`src/hw/rtl/lgs_pkg.sv`:
```
// Package for the life generation step unit.
// Holds the configuration port constants, the register index codes and the
// stage control struct. No dependencies.
package lgs_pkg;

	localparam int CFG_INDEX_W = 2;
	localparam int CFG_DATA_W = 11;

	typedef enum logic [CFG_INDEX_W-1:0] {
		REG_GRID_WIDTH  = 2'd0,
		REG_GRID_HEIGHT = 2'd1
	} cfg_reg_t;

	typedef struct packed {
		logic emit;
		logic last;
		logic wrap_view;
		logic top_edge;
		logic bottom_edge;
		logic left_edge;
		logic right_edge;
	} win_ctrl_t;

endpackage

```
`src/hw/rtl/lgs_ram.sv`:
```
// Generic simple dual-port RAM with one write port and one registered read port.
// No dependencies.
module lgs_ram #(
	parameter int WIDTH = 2,
	parameter int DEPTH = 1024
) (
	input  logic                     clk,
	input  logic                     we,
	input  logic [$clog2(DEPTH)-1:0] waddr,
	input  logic [WIDTH-1:0]         wdata,
	input  logic                     re,
	input  logic [$clog2(DEPTH)-1:0] raddr,
	output logic [WIDTH-1:0]         rdata
);

	logic [WIDTH-1:0] mem [DEPTH];

	always_ff @(posedge clk) begin
		if (we) begin
			mem[waddr] <= wdata;
		end
		if (re) begin
			rdata <= mem[raddr];
		end
	end

endmodule

```
`src/hw/rtl/life_generation_step_unit.sv`:
```
// Top level of the life generation step unit: one B3/S23 generation over a raster stream.
// Depends on lgs_pkg and lgs_ram.
//
// The unit takes one cell per clock cycle and gives one result per cycle while out_ready
// holds; the request that completes a cell's neighbourhood passes an input register and a
// result register before the cell's result appears. The two previous rows live in one
// MAX_WIDTH by 2 bit RAM with a registered read, and a 3x3 window supplies the eight
// neighbours. Each result lags its input by grid_width + 1 requests, so after the grid the
// host sends grid_width + 1 flush requests; the result for the final cell carries last_cell,
// after which the next cell starts a new grid. Flush requests at the start of a grid are
// taken and ignored. Writing either register restarts the grid and must be done while idle.
module life_generation_step_unit #(
	parameter int MAX_WIDTH  = 1024,
	parameter int MAX_HEIGHT = 1024
) (
	input  logic                           clk,
	input  logic                           arst_n,
	input  logic                           cfg_write_en,
	input  logic [lgs_pkg::CFG_INDEX_W-1:0] cfg_index,
	input  logic [lgs_pkg::CFG_DATA_W-1:0]  cfg_data,
	input  logic                           in_valid,
	output logic                           in_ready,
	input  logic                           cell_alive,
	input  logic                           flush,
	output logic                           out_valid,
	input  logic                           out_ready,
	output logic                           next_alive,
	output logic                           last_cell
);

	import lgs_pkg::*;

	localparam int COL_W  = $clog2(MAX_WIDTH);
	localparam int WCNT_W = COL_W + 1;
	localparam int ROW_W  = $clog2(MAX_HEIGHT + 2);

	logic [WCNT_W-1:0] grid_w_q;
	logic [ROW_W-1:0]  grid_h_q;
	logic [COL_W-1:0]  col_q;
	logic [ROW_W-1:0]  row_q;
	logic [8:0]        win_q;

	logic              s1_valid_s1;
	win_ctrl_t         ctrl_s1;
	logic              cell_s1;
	logic [COL_W-1:0]  addr_s1;
	logic              byp_s1;
	logic [1:0]        byp_data_s1;

	logic              out_valid_s2;
	logic              next_alive_s2;
	logic              last_cell_s2;

	logic              cfg_hit_w;
	logic              cfg_hit_h;
	logic [WCNT_W-1:0] cfg_w_val;
	logic [ROW_W-1:0]  cfg_h_val;

	logic              in_fire;
	logic              is_nop;
	logic              load_s1;
	logic              col_zero;
	logic [WCNT_W-1:0] col_inc;
	logic              row_wrap;
	logic [ROW_W-1:0]  h_plus1;
	win_ctrl_t         ctrl_d;
	logic              cell_d;

	logic [1:0]        ram_rdata;
	logic [1:0]        rd_word;
	logic              above;
	logic              middle;
	logic [8:0]        win_shift;
	logic [8:0]        view;
	logic [3:0]        n_count;
	logic              rule_alive;
	logic              fire1;

	// Configuration decode and range clamping.
	always_comb begin
		cfg_hit_w = 1'b0;
		cfg_hit_h = 1'b0;
		unique case (cfg_reg_t'(cfg_index))
			REG_GRID_WIDTH: begin
				cfg_hit_w = cfg_write_en;
			end
			REG_GRID_HEIGHT: begin
				cfg_hit_h = cfg_write_en;
			end
			default: begin
			end
		endcase
	end

	always_comb begin
		if (cfg_data == '0) begin
			cfg_w_val = WCNT_W'(1);
		end else if (32'(cfg_data) > 32'(MAX_WIDTH)) begin
			cfg_w_val = WCNT_W'(MAX_WIDTH);
		end else begin
			cfg_w_val = WCNT_W'(cfg_data);
		end
		if (cfg_data == '0) begin
			cfg_h_val = ROW_W'(1);
		end else if (32'(cfg_data) > 32'(MAX_HEIGHT)) begin
			cfg_h_val = ROW_W'(MAX_HEIGHT);
		end else begin
			cfg_h_val = ROW_W'(cfg_data);
		end
	end

	// Input side: position tracking and per-request control.
	assign in_fire  = in_valid && in_ready;
	assign col_zero = (col_q == '0);
	assign is_nop   = flush && col_zero && (row_q == '0);
	assign load_s1  = in_fire && !is_nop;
	assign col_inc  = {1'b0, col_q} + WCNT_W'(1);
	assign row_wrap = (col_inc >= grid_w_q);
	assign h_plus1  = grid_h_q + ROW_W'(1);
	assign cell_d   = !flush && (row_q < grid_h_q) && cell_alive;

	always_comb begin
		ctrl_d.emit        = (row_q >= ROW_W'(2)) || ((row_q == ROW_W'(1)) && !col_zero);
		ctrl_d.last        = col_zero && (row_q == h_plus1);
		ctrl_d.wrap_view   = col_zero;
		ctrl_d.right_edge  = col_zero;
		if (col_zero) begin
			ctrl_d.top_edge    = (row_q == ROW_W'(2));
			ctrl_d.bottom_edge = (row_q >= h_plus1);
			ctrl_d.left_edge   = (grid_w_q == WCNT_W'(1));
		end else begin
			ctrl_d.top_edge    = (row_q == ROW_W'(1));
			ctrl_d.bottom_edge = (row_q >= grid_h_q);
			ctrl_d.left_edge   = (col_q == COL_W'(1));
		end
	end

	always_ff @(posedge clk or negedge arst_n) begin
		if (!arst_n) begin
			grid_w_q <= WCNT_W'(MAX_WIDTH);
			grid_h_q <= ROW_W'(MAX_HEIGHT);
			col_q    <= '0;
			row_q    <= '0;
		end else if (cfg_hit_w || cfg_hit_h) begin
			if (cfg_hit_w) begin
				grid_w_q <= cfg_w_val;
			end
			if (cfg_hit_h) begin
				grid_h_q <= cfg_h_val;
			end
			col_q <= '0;
			row_q <= '0;
		end else if (load_s1) begin
			if (ctrl_d.last) begin
				col_q <= '0;
				row_q <= '0;
			end else if (row_wrap) begin
				col_q <= '0;
				row_q <= row_q + ROW_W'(1);
			end else begin
				col_q <= col_inc[COL_W-1:0];
			end
		end
	end

	// Row store: bit 1 holds the row two above, bit 0 the row above.
	lgs_ram #(
		.WIDTH(2),
		.DEPTH(MAX_WIDTH)
	) u_row_ram (
		.clk  (clk),
		.we   (fire1),
		.waddr(addr_s1),
		.wdata({middle, cell_s1}),
		.re   (load_s1),
		.raddr(col_q),
		.rdata(ram_rdata)
	);

	// Stage 1: window update, neighbour count and rule.
	assign rd_word   = byp_s1 ? byp_data_s1 : ram_rdata;
	assign above     = rd_word[1];
	assign middle    = rd_word[0];
	assign win_shift = {cell_s1, win_q[8:7], middle, win_q[5:4], above, win_q[2:1]};
	assign view      = ctrl_s1.wrap_view ?
		{1'b0, win_q[8:7], 1'b0, win_q[5:4], 1'b0, win_q[2:1]} : win_shift;

	always_comb begin
		logic keep;
		n_count = '0;
		for (int k = 0; k < 3; k++) begin
			for (int j = 0; j < 3; j++) begin
				keep = !((k == 0) && ctrl_s1.top_edge) && !((k == 2) && ctrl_s1.bottom_edge)
					&& !((j == 0) && ctrl_s1.left_edge) && !((j == 2) && ctrl_s1.right_edge)
					&& !((k == 1) && (j == 1));
				n_count = n_count + 4'(keep && view[k*3+j]);
			end
		end
		rule_alive = (n_count == 4'd3) || (view[4] && (n_count == 4'd2));
	end

	assign fire1    = s1_valid_s1 && (!ctrl_s1.emit || !out_valid_s2 || out_ready);
	assign in_ready = !s1_valid_s1 || fire1;

	always_ff @(posedge clk or negedge arst_n) begin
		if (!arst_n) begin
			s1_valid_s1 <= 1'b0;
			win_q       <= '0;
		end else begin
			if (load_s1) begin
				s1_valid_s1 <= 1'b1;
			end else if (fire1) begin
				s1_valid_s1 <= 1'b0;
			end
			if (cfg_hit_w || cfg_hit_h) begin
				win_q <= '0;
			end else if (fire1) begin
				win_q <= ctrl_s1.last ? 9'd0 : win_shift;
			end
		end
	end

	always_ff @(posedge clk) begin
		if (load_s1) begin
			ctrl_s1     <= ctrl_d;
			cell_s1     <= cell_d;
			addr_s1     <= col_q;
			byp_s1      <= fire1 && (addr_s1 == col_q);
			byp_data_s1 <= {middle, cell_s1};
		end
	end

	// Stage 2: result register.
	always_ff @(posedge clk or negedge arst_n) begin
		if (!arst_n) begin
			out_valid_s2 <= 1'b0;
		end else if (fire1 && ctrl_s1.emit) begin
			out_valid_s2 <= 1'b1;
		end else if (out_ready) begin
			out_valid_s2 <= 1'b0;
		end
	end

	always_ff @(posedge clk) begin
		if (fire1 && ctrl_s1.emit) begin
			next_alive_s2 <= rule_alive;
			last_cell_s2  <= ctrl_s1.last;
		end
	end

	assign out_valid  = out_valid_s2;
	assign next_alive = next_alive_s2;
	assign last_cell  = last_cell_s2;

	a_col_in_range: assert property (@(posedge clk) disable iff (!arst_n)
		{1'b0, col_q} < grid_w_q)
		else $error("column position beyond grid width");

	a_row_in_range: assert property (@(posedge clk) disable iff (!arst_n)
		row_q <= h_plus1)
		else $error("row position beyond grid height plus one");

	a_restart_after_last: assert property (@(posedge clk) disable iff (!arst_n)
		load_s1 && ctrl_d.last |=> (col_q == '0) && (row_q == '0))
		else $error("position not restarted after final cell");

	a_last_emits: assert property (@(posedge clk) disable iff (!arst_n)
		s1_valid_s1 && ctrl_s1.last |-> ctrl_s1.emit)
		else $error("final cell flagged on a request without result");

endmodule

```
`config.mk`:
```
export PLATFORM = sky130hd
export DESIGN_NAME = life_generation_step_unit
export DESIGN_NICKNAME = d
export VERILOG_FILES = /design/src/hw/rtl/lgs_pkg.sv /design/src/hw/rtl/lgs_ram.sv /design/src/hw/rtl/life_generation_step_unit.sv
export SDC_FILE = /design/constraint.sdc
export NUM_CORES = 2
export LEC_CHECK = 0
export BUFFER_PORTS_ARGS = -buffer_cell sky130_fd_sc_hd__buf_4
export CORE_AREA = 2 2 597 599
export CTS_CLUSTER_SIZE = 16
export DETAILED_ROUTE_END_ITERATION = 8
export DIE_AREA = 0 0 599 601
export HOLD_SLACK_MARGIN = 0.05
export MAX_ROUTING_LAYER = met4
export PLACE_DENSITY = 0.44
export SYNTH_ARGS = -nofsm -noshare
export SYNTH_HDL_FRONTEND = slang
export SYNTH_SLANG_ARGS = --single-unit
export TNS_END_PERCENT = 30
```
`constraint.sdc`:
```
create_clock -name clk -period 18.79 [get_ports clk]
set_input_delay 3.758 -clock clk [delete_from_list [all_inputs] [get_ports clk]]
set_output_delay 3.758 -clock clk [all_outputs]
set_load 0.005 [all_outputs]
```
==> results.md <==
Status:
- The run finished with clean final reports.

Logic synthesis:
- For this run, the leading register cell type out of synthesis is sky130_fd_sc_hd__edfxtp_1.
- Yosys mapped a number of flops with a built-in enable equal to 2072.
- Summed over its instances, the top area cell type makes up 70.7% of the synthesized netlist area.
- The synthesis warning total is 0.
- The most common cell in the synthesized netlist is sky130_fd_sc_hd__edfxtp_1.
- The sequential fraction of the synthesis area is 72.1%.
- Synthesis produced a netlist whose cell count is 5097.
- Counting flops and latches in the post-synthesis netlist gives 2123.
- By area the synthesized netlist is led by sky130_fd_sc_hd__edfxtp_1 71%, sky130_fd_sc_hd__mux4_2 13%, sky130_fd_sc_hd__nor2_1 4.7%, sky130_fd_sc_hd__dfrtp_1 1.4%, sky130_fd_sc_hd__clkbuf_1 1.0%.
- Ranked by instance count, the synthesized netlist is headed by 2072 x sky130_fd_sc_hd__edfxtp_1, 1101 x sky130_fd_sc_hd__nor2_1, 510 x sky130_fd_sc_hd__mux4_2.
- The synthesized area per cell is 17.3 um^2.
- The number of unique standard cell types used by synthesis is 85.
- The async set or reset register ratio after synthesis is 2.40%.
- The net count after synthesis is 5164.
- The mapped cell area is 0.0880 mm^2.
- Of all cell types, the one taking the most synthesized area is sky130_fd_sc_hd__edfxtp_1.

Floorplanning:
- The area of the die is 0.360 mm^2.
- The die is 601 um tall.
- The row count is 219.
- Measured along the x axis, the die boundary spans 599 um.
- Once the floorplan was initialized, standard cells occupied 24.9% of the core.
- The placeable core region is 0.354 mm^2.
- The number of top-level design ports is 24.

Routing:
- After detailed routing, the total wire length is 276 mm.
- After detailed routing, the number of remaining DRC violations is 0.
- The number of antenna-violating nets in the routed design is 0.
- The via count of the routed design is 47800.
- The number of vias per cell after detailed routing is 4.76.
- For this block, the initial DRC count from the detailed router was 5472.
- The detailed-router iteration count before antenna repair is 5.
- In the final routed layout, each cell accounts on average for 27.5 um.

Critical path:
- The worst register-to-register path has a depth of 10.
- The start-to-end type of the worst setup path is in -> out.
- Among all stages on the critical path, the largest delay is contributed by sky130_fd_sc_hd__nor2b_1.
- The sum of buffers and inverters on the critical path is 2.
- The critical path depth is 4.
- In this run the worst path has a maximum fanout of 4.
- STA puts the critical path data arrival time at 4.45 ns.
- At the worst endpoint, the required time is 15.03 ns.
- STA classifies the critical path endpoint as a primary output.
- The longest individual stage delay on the worst path is 0.24 ns.
- The setup slack on the worst flop-to-flop path is 12.51 ns.
- The critical path goes through buf_4, nor2b_1, nand3_1, buf_4.
- The startpoint type of the worst setup path is a primary input.
- The largest delay contributor family on the critical path is simple AND/OR/NAND/NOR gates.
- The most numerous cell type found on the critical path is sky130_fd_sc_hd__buf_4.

Power:
- The share of total power in the clock network is 33.1%.
- Sequential cells burn 43.1% of the power.
- The design draws 13400 uW.
- Of the total power, combinational logic draws 23.8%.
- IR analysis of the VDD net gives a maximum drop of 123 uV.
- The switching power of the nets is 4020 uW.
- Cell internal power was estimated by the tool at 9420 uW.
- Power spread over the standard cell area amounts to 133 mW/mm^2.
- Summed over all cells, the static leakage comes to 0.0301 uW.
- Of the total power, the share spent switching nets is 29.9%.

Timing:
- The pin slew with the least headroom to its limit is 1.39 ns.
- Setup total negative slack on the finished layout was measured at 0 ns.
- Final hold analysis gives a worst-case slack of 0.519 ns.
- Derived from the worst setup path, the maximum achievable clock frequency is 122 MHz.
- The number of failing setup endpoints in the final timing report is 0.
- The count of pins over their slew limit is 0.
- Setup repair after global routing left no endpoint under its margin.
- The final count of hold timing violations is 0.
- Dividing the final minimum period by the clock period gives 43.7%.
- Between clock sinks in the finished design, the worst skew comes to 0.0997 ns.
- For the finished layout, the period the worst path requires is 8.21 ns.
- The worst-case headroom to the max-slew limit is 7.32%.

Finish:
- The final design utilization is 28.5%.
- The finished cells cover 0.101 mm^2.
- The area growth from synthesis to final layout is 14.6%.
- The number of nets in the layout is 5171.
- The post-route netlist has 20.6% of its cells at a drive strength greater than 1.

Clock network:
- The number of clock buffers inserted by TritonCTS is 235.
- The clock latency on the worst-skew pair is 0.92 ns.
- The tree is rooted in a sky130_fd_sc_hd__clkbuf_16.
- The CTS clock-pin slew for the worst setup and hold paths is 0.06 ns.
- Counting along the longest clock path gives a buffer depth of 4.
- The post-CTS setup buffer count is 0.
- In this run the number of H-tree levels came out at 4.
- TritonCTS built the clock tree.
- After clock tree synthesis, the repair step resized 0 gates.
- Counting every sink on the clock net gives 2123.
- After clock tree synthesis, the flow added hold-fix buffers numbering 0.

Placed design:
- The area after detailed placement is 0.0936 mm^2.
- The detailed-placement wirelength estimate is 151 mm.
- The routability-driven placement congestion ratio is 0.788.
- The count of buffers added on input and output ports is 23.

GRT:
- The first global-routing pass estimated 388 mm of wire.
- The final global-route overflow total is 0.
- Global routing used 15.5% of the available tracks across all layers.
- Entering global routing, the biggest net connects 254 pins.
- The initial antenna violation count is 15.
- The number of global-route vias before repair is 49400.

Hold path:
- The worst hold path belongs to the class reg -> reg.
- The cell depth of the worst min-delay path is 2.

Job:
- The max-capacitance violation count is 0.
cell type report:
| cell class | instances | area [um^2] |
|---|---|---|
| fill | 35400 | 253000 |
| sequential | 2123 | 63500 |
| multi-input combinational | 2533 | 22600 |
| clock buffer | 280 | 6070 |
| tap | 4751 | 5940 |
| timing repair buffer | 169 | 1380 |
| clock inverter | 141 | 1190 |
| inverter | 42 | 170 |
| antenna | 2 | 5.00 |
sequential cells by signal, indices dropped and copies added (netlist names), 2 cells and up:
register	cells
addr_s1	10
byp_data_s1	2
col_q	10
ctrl_s1	6
grid_h_q	11
grid_w_q	11
row_q	11
u_row_ram.mem	2048
u_row_ram.rdata	2
win_q	6
power by group through the flow:
| stage | combinational [uW] | sequential (uW) | clock, uW |
|---|---|---|---|
| floorplan | 2130 | 6320 | 0 |
| global placement | 3260 | 5890 | 0 |
| detailed placement | 3270 | 5890 | 0 |
| CTS | 3270 | 5790 | 4550 |
| global route | 3420 | 5800 | 4730 |
| finish | 3200 | 5790 | 4450 |
cell usage in the layout (no fill, tap or decap), drive strengths merged, types with 6 or more instances in the layout:
cell / netlist / layout
a2111oi: 14 / 14
a211oi: 14 / 14
a21oi: 53 / 53
a221oi: 8 / 8
a22oi: 71 / 71
a31oi: 15 / 15
and2: 6 / 6
and3: 11 / 11
buf: 153 / 169
bufinv: 0 / 19
clkbuf: 246 / 280
clkinv: 1 / 109
clkinvlp: 0 / 8
dfrtp: 49 / 49
edfxtp: 2072 / 2072
ha: 43 / 43
inv: 41 / 47
mux2: 20 / 20
mux2i: 64 / 64
mux4: 534 / 534
nand2: 195 / 195
nand2b: 24 / 24
nand3: 53 / 53
nand4: 31 / 31
nor2: 1101 / 1101
nor2b: 18 / 18
nor3: 29 / 29
nor3b: 14 / 14
nor4: 17 / 17
o211ai: 17 / 17
o21a: 12 / 12
o21ai: 49 / 49
o221ai: 9 / 9
o22ai: 18 / 18
o31ai: 6 / 6
or2: 8 / 8
xnor2: 25 / 25
per-layer routing:
layer  part of all wire, %  routed length, um  vias up  global-route usage, %
li1                      -                  -    20000                      -
met1                    44             120000    25800                   20.9
met2                    48             132000     1682                   24.7
met3                   6.2              17200      366                   2.37
met4                   2.2               6130        0                   3.46
met5                     0                  0        -                      -
worst register-to-register path, cell delays in order (launching register included):
cell and delay [ns]:
sky130_fd_sc_hd__dfrtp_4 0.79, sky130_fd_sc_hd__buf_4 0.63, sky130_fd_sc_hd__buf_4 0.63, sky130_fd_sc_hd__buf_4 0.66, sky130_fd_sc_hd__mux4_1 0.65, sky130_fd_sc_hd__mux4_2 0.49, sky130_fd_sc_hd__o22ai_1 0.53, sky130_fd_sc_hd__nor4b_1 0.26
sky130_fd_sc_hd__nor4_1 0.83, sky130_fd_sc_hd__a21oi_1 0.30, sky130_fd_sc_hd__and3b_1 0.27
final timing paths:
path / from / to
max reg2reg: col_q[0] / u_row_ram.rdata[0]
max in group asynchronous: arst_n / col_q[1]
min: win_q[4] / win_q[4]
min in group asynchronous: arst_n / out_valid
min reg2reg: win_q[4] / win_q[4]
max: out_ready / in_ready
logic make-up after synthesis:
group	synth area share [%]
AND/OR/NAND/NOR	7.11
buffers and inverters	2.51
AO/OA/AOI/OAI	2.53
XOR/XNOR	0.259
flip-flops	72.1
multiplexers	14.7
adder cells (fa/ha/maj)	0.702
metrics by stage:
| stage | worst slack, ns | std cells |
|---|---|---|
| 2_1_floorplan | 3.32 | 5097 |
| 3_3_place_gp | 10.51 | 9618 |
| 3_5_place_dp | 10.54 | 9618 |
| 4_1_cts | 10.54 | 10000 |
| 5_1_grt | 10.47 | 10000 |
| 6_report | 10.58 | 10000 |
(Power assumes the default switching activity.)
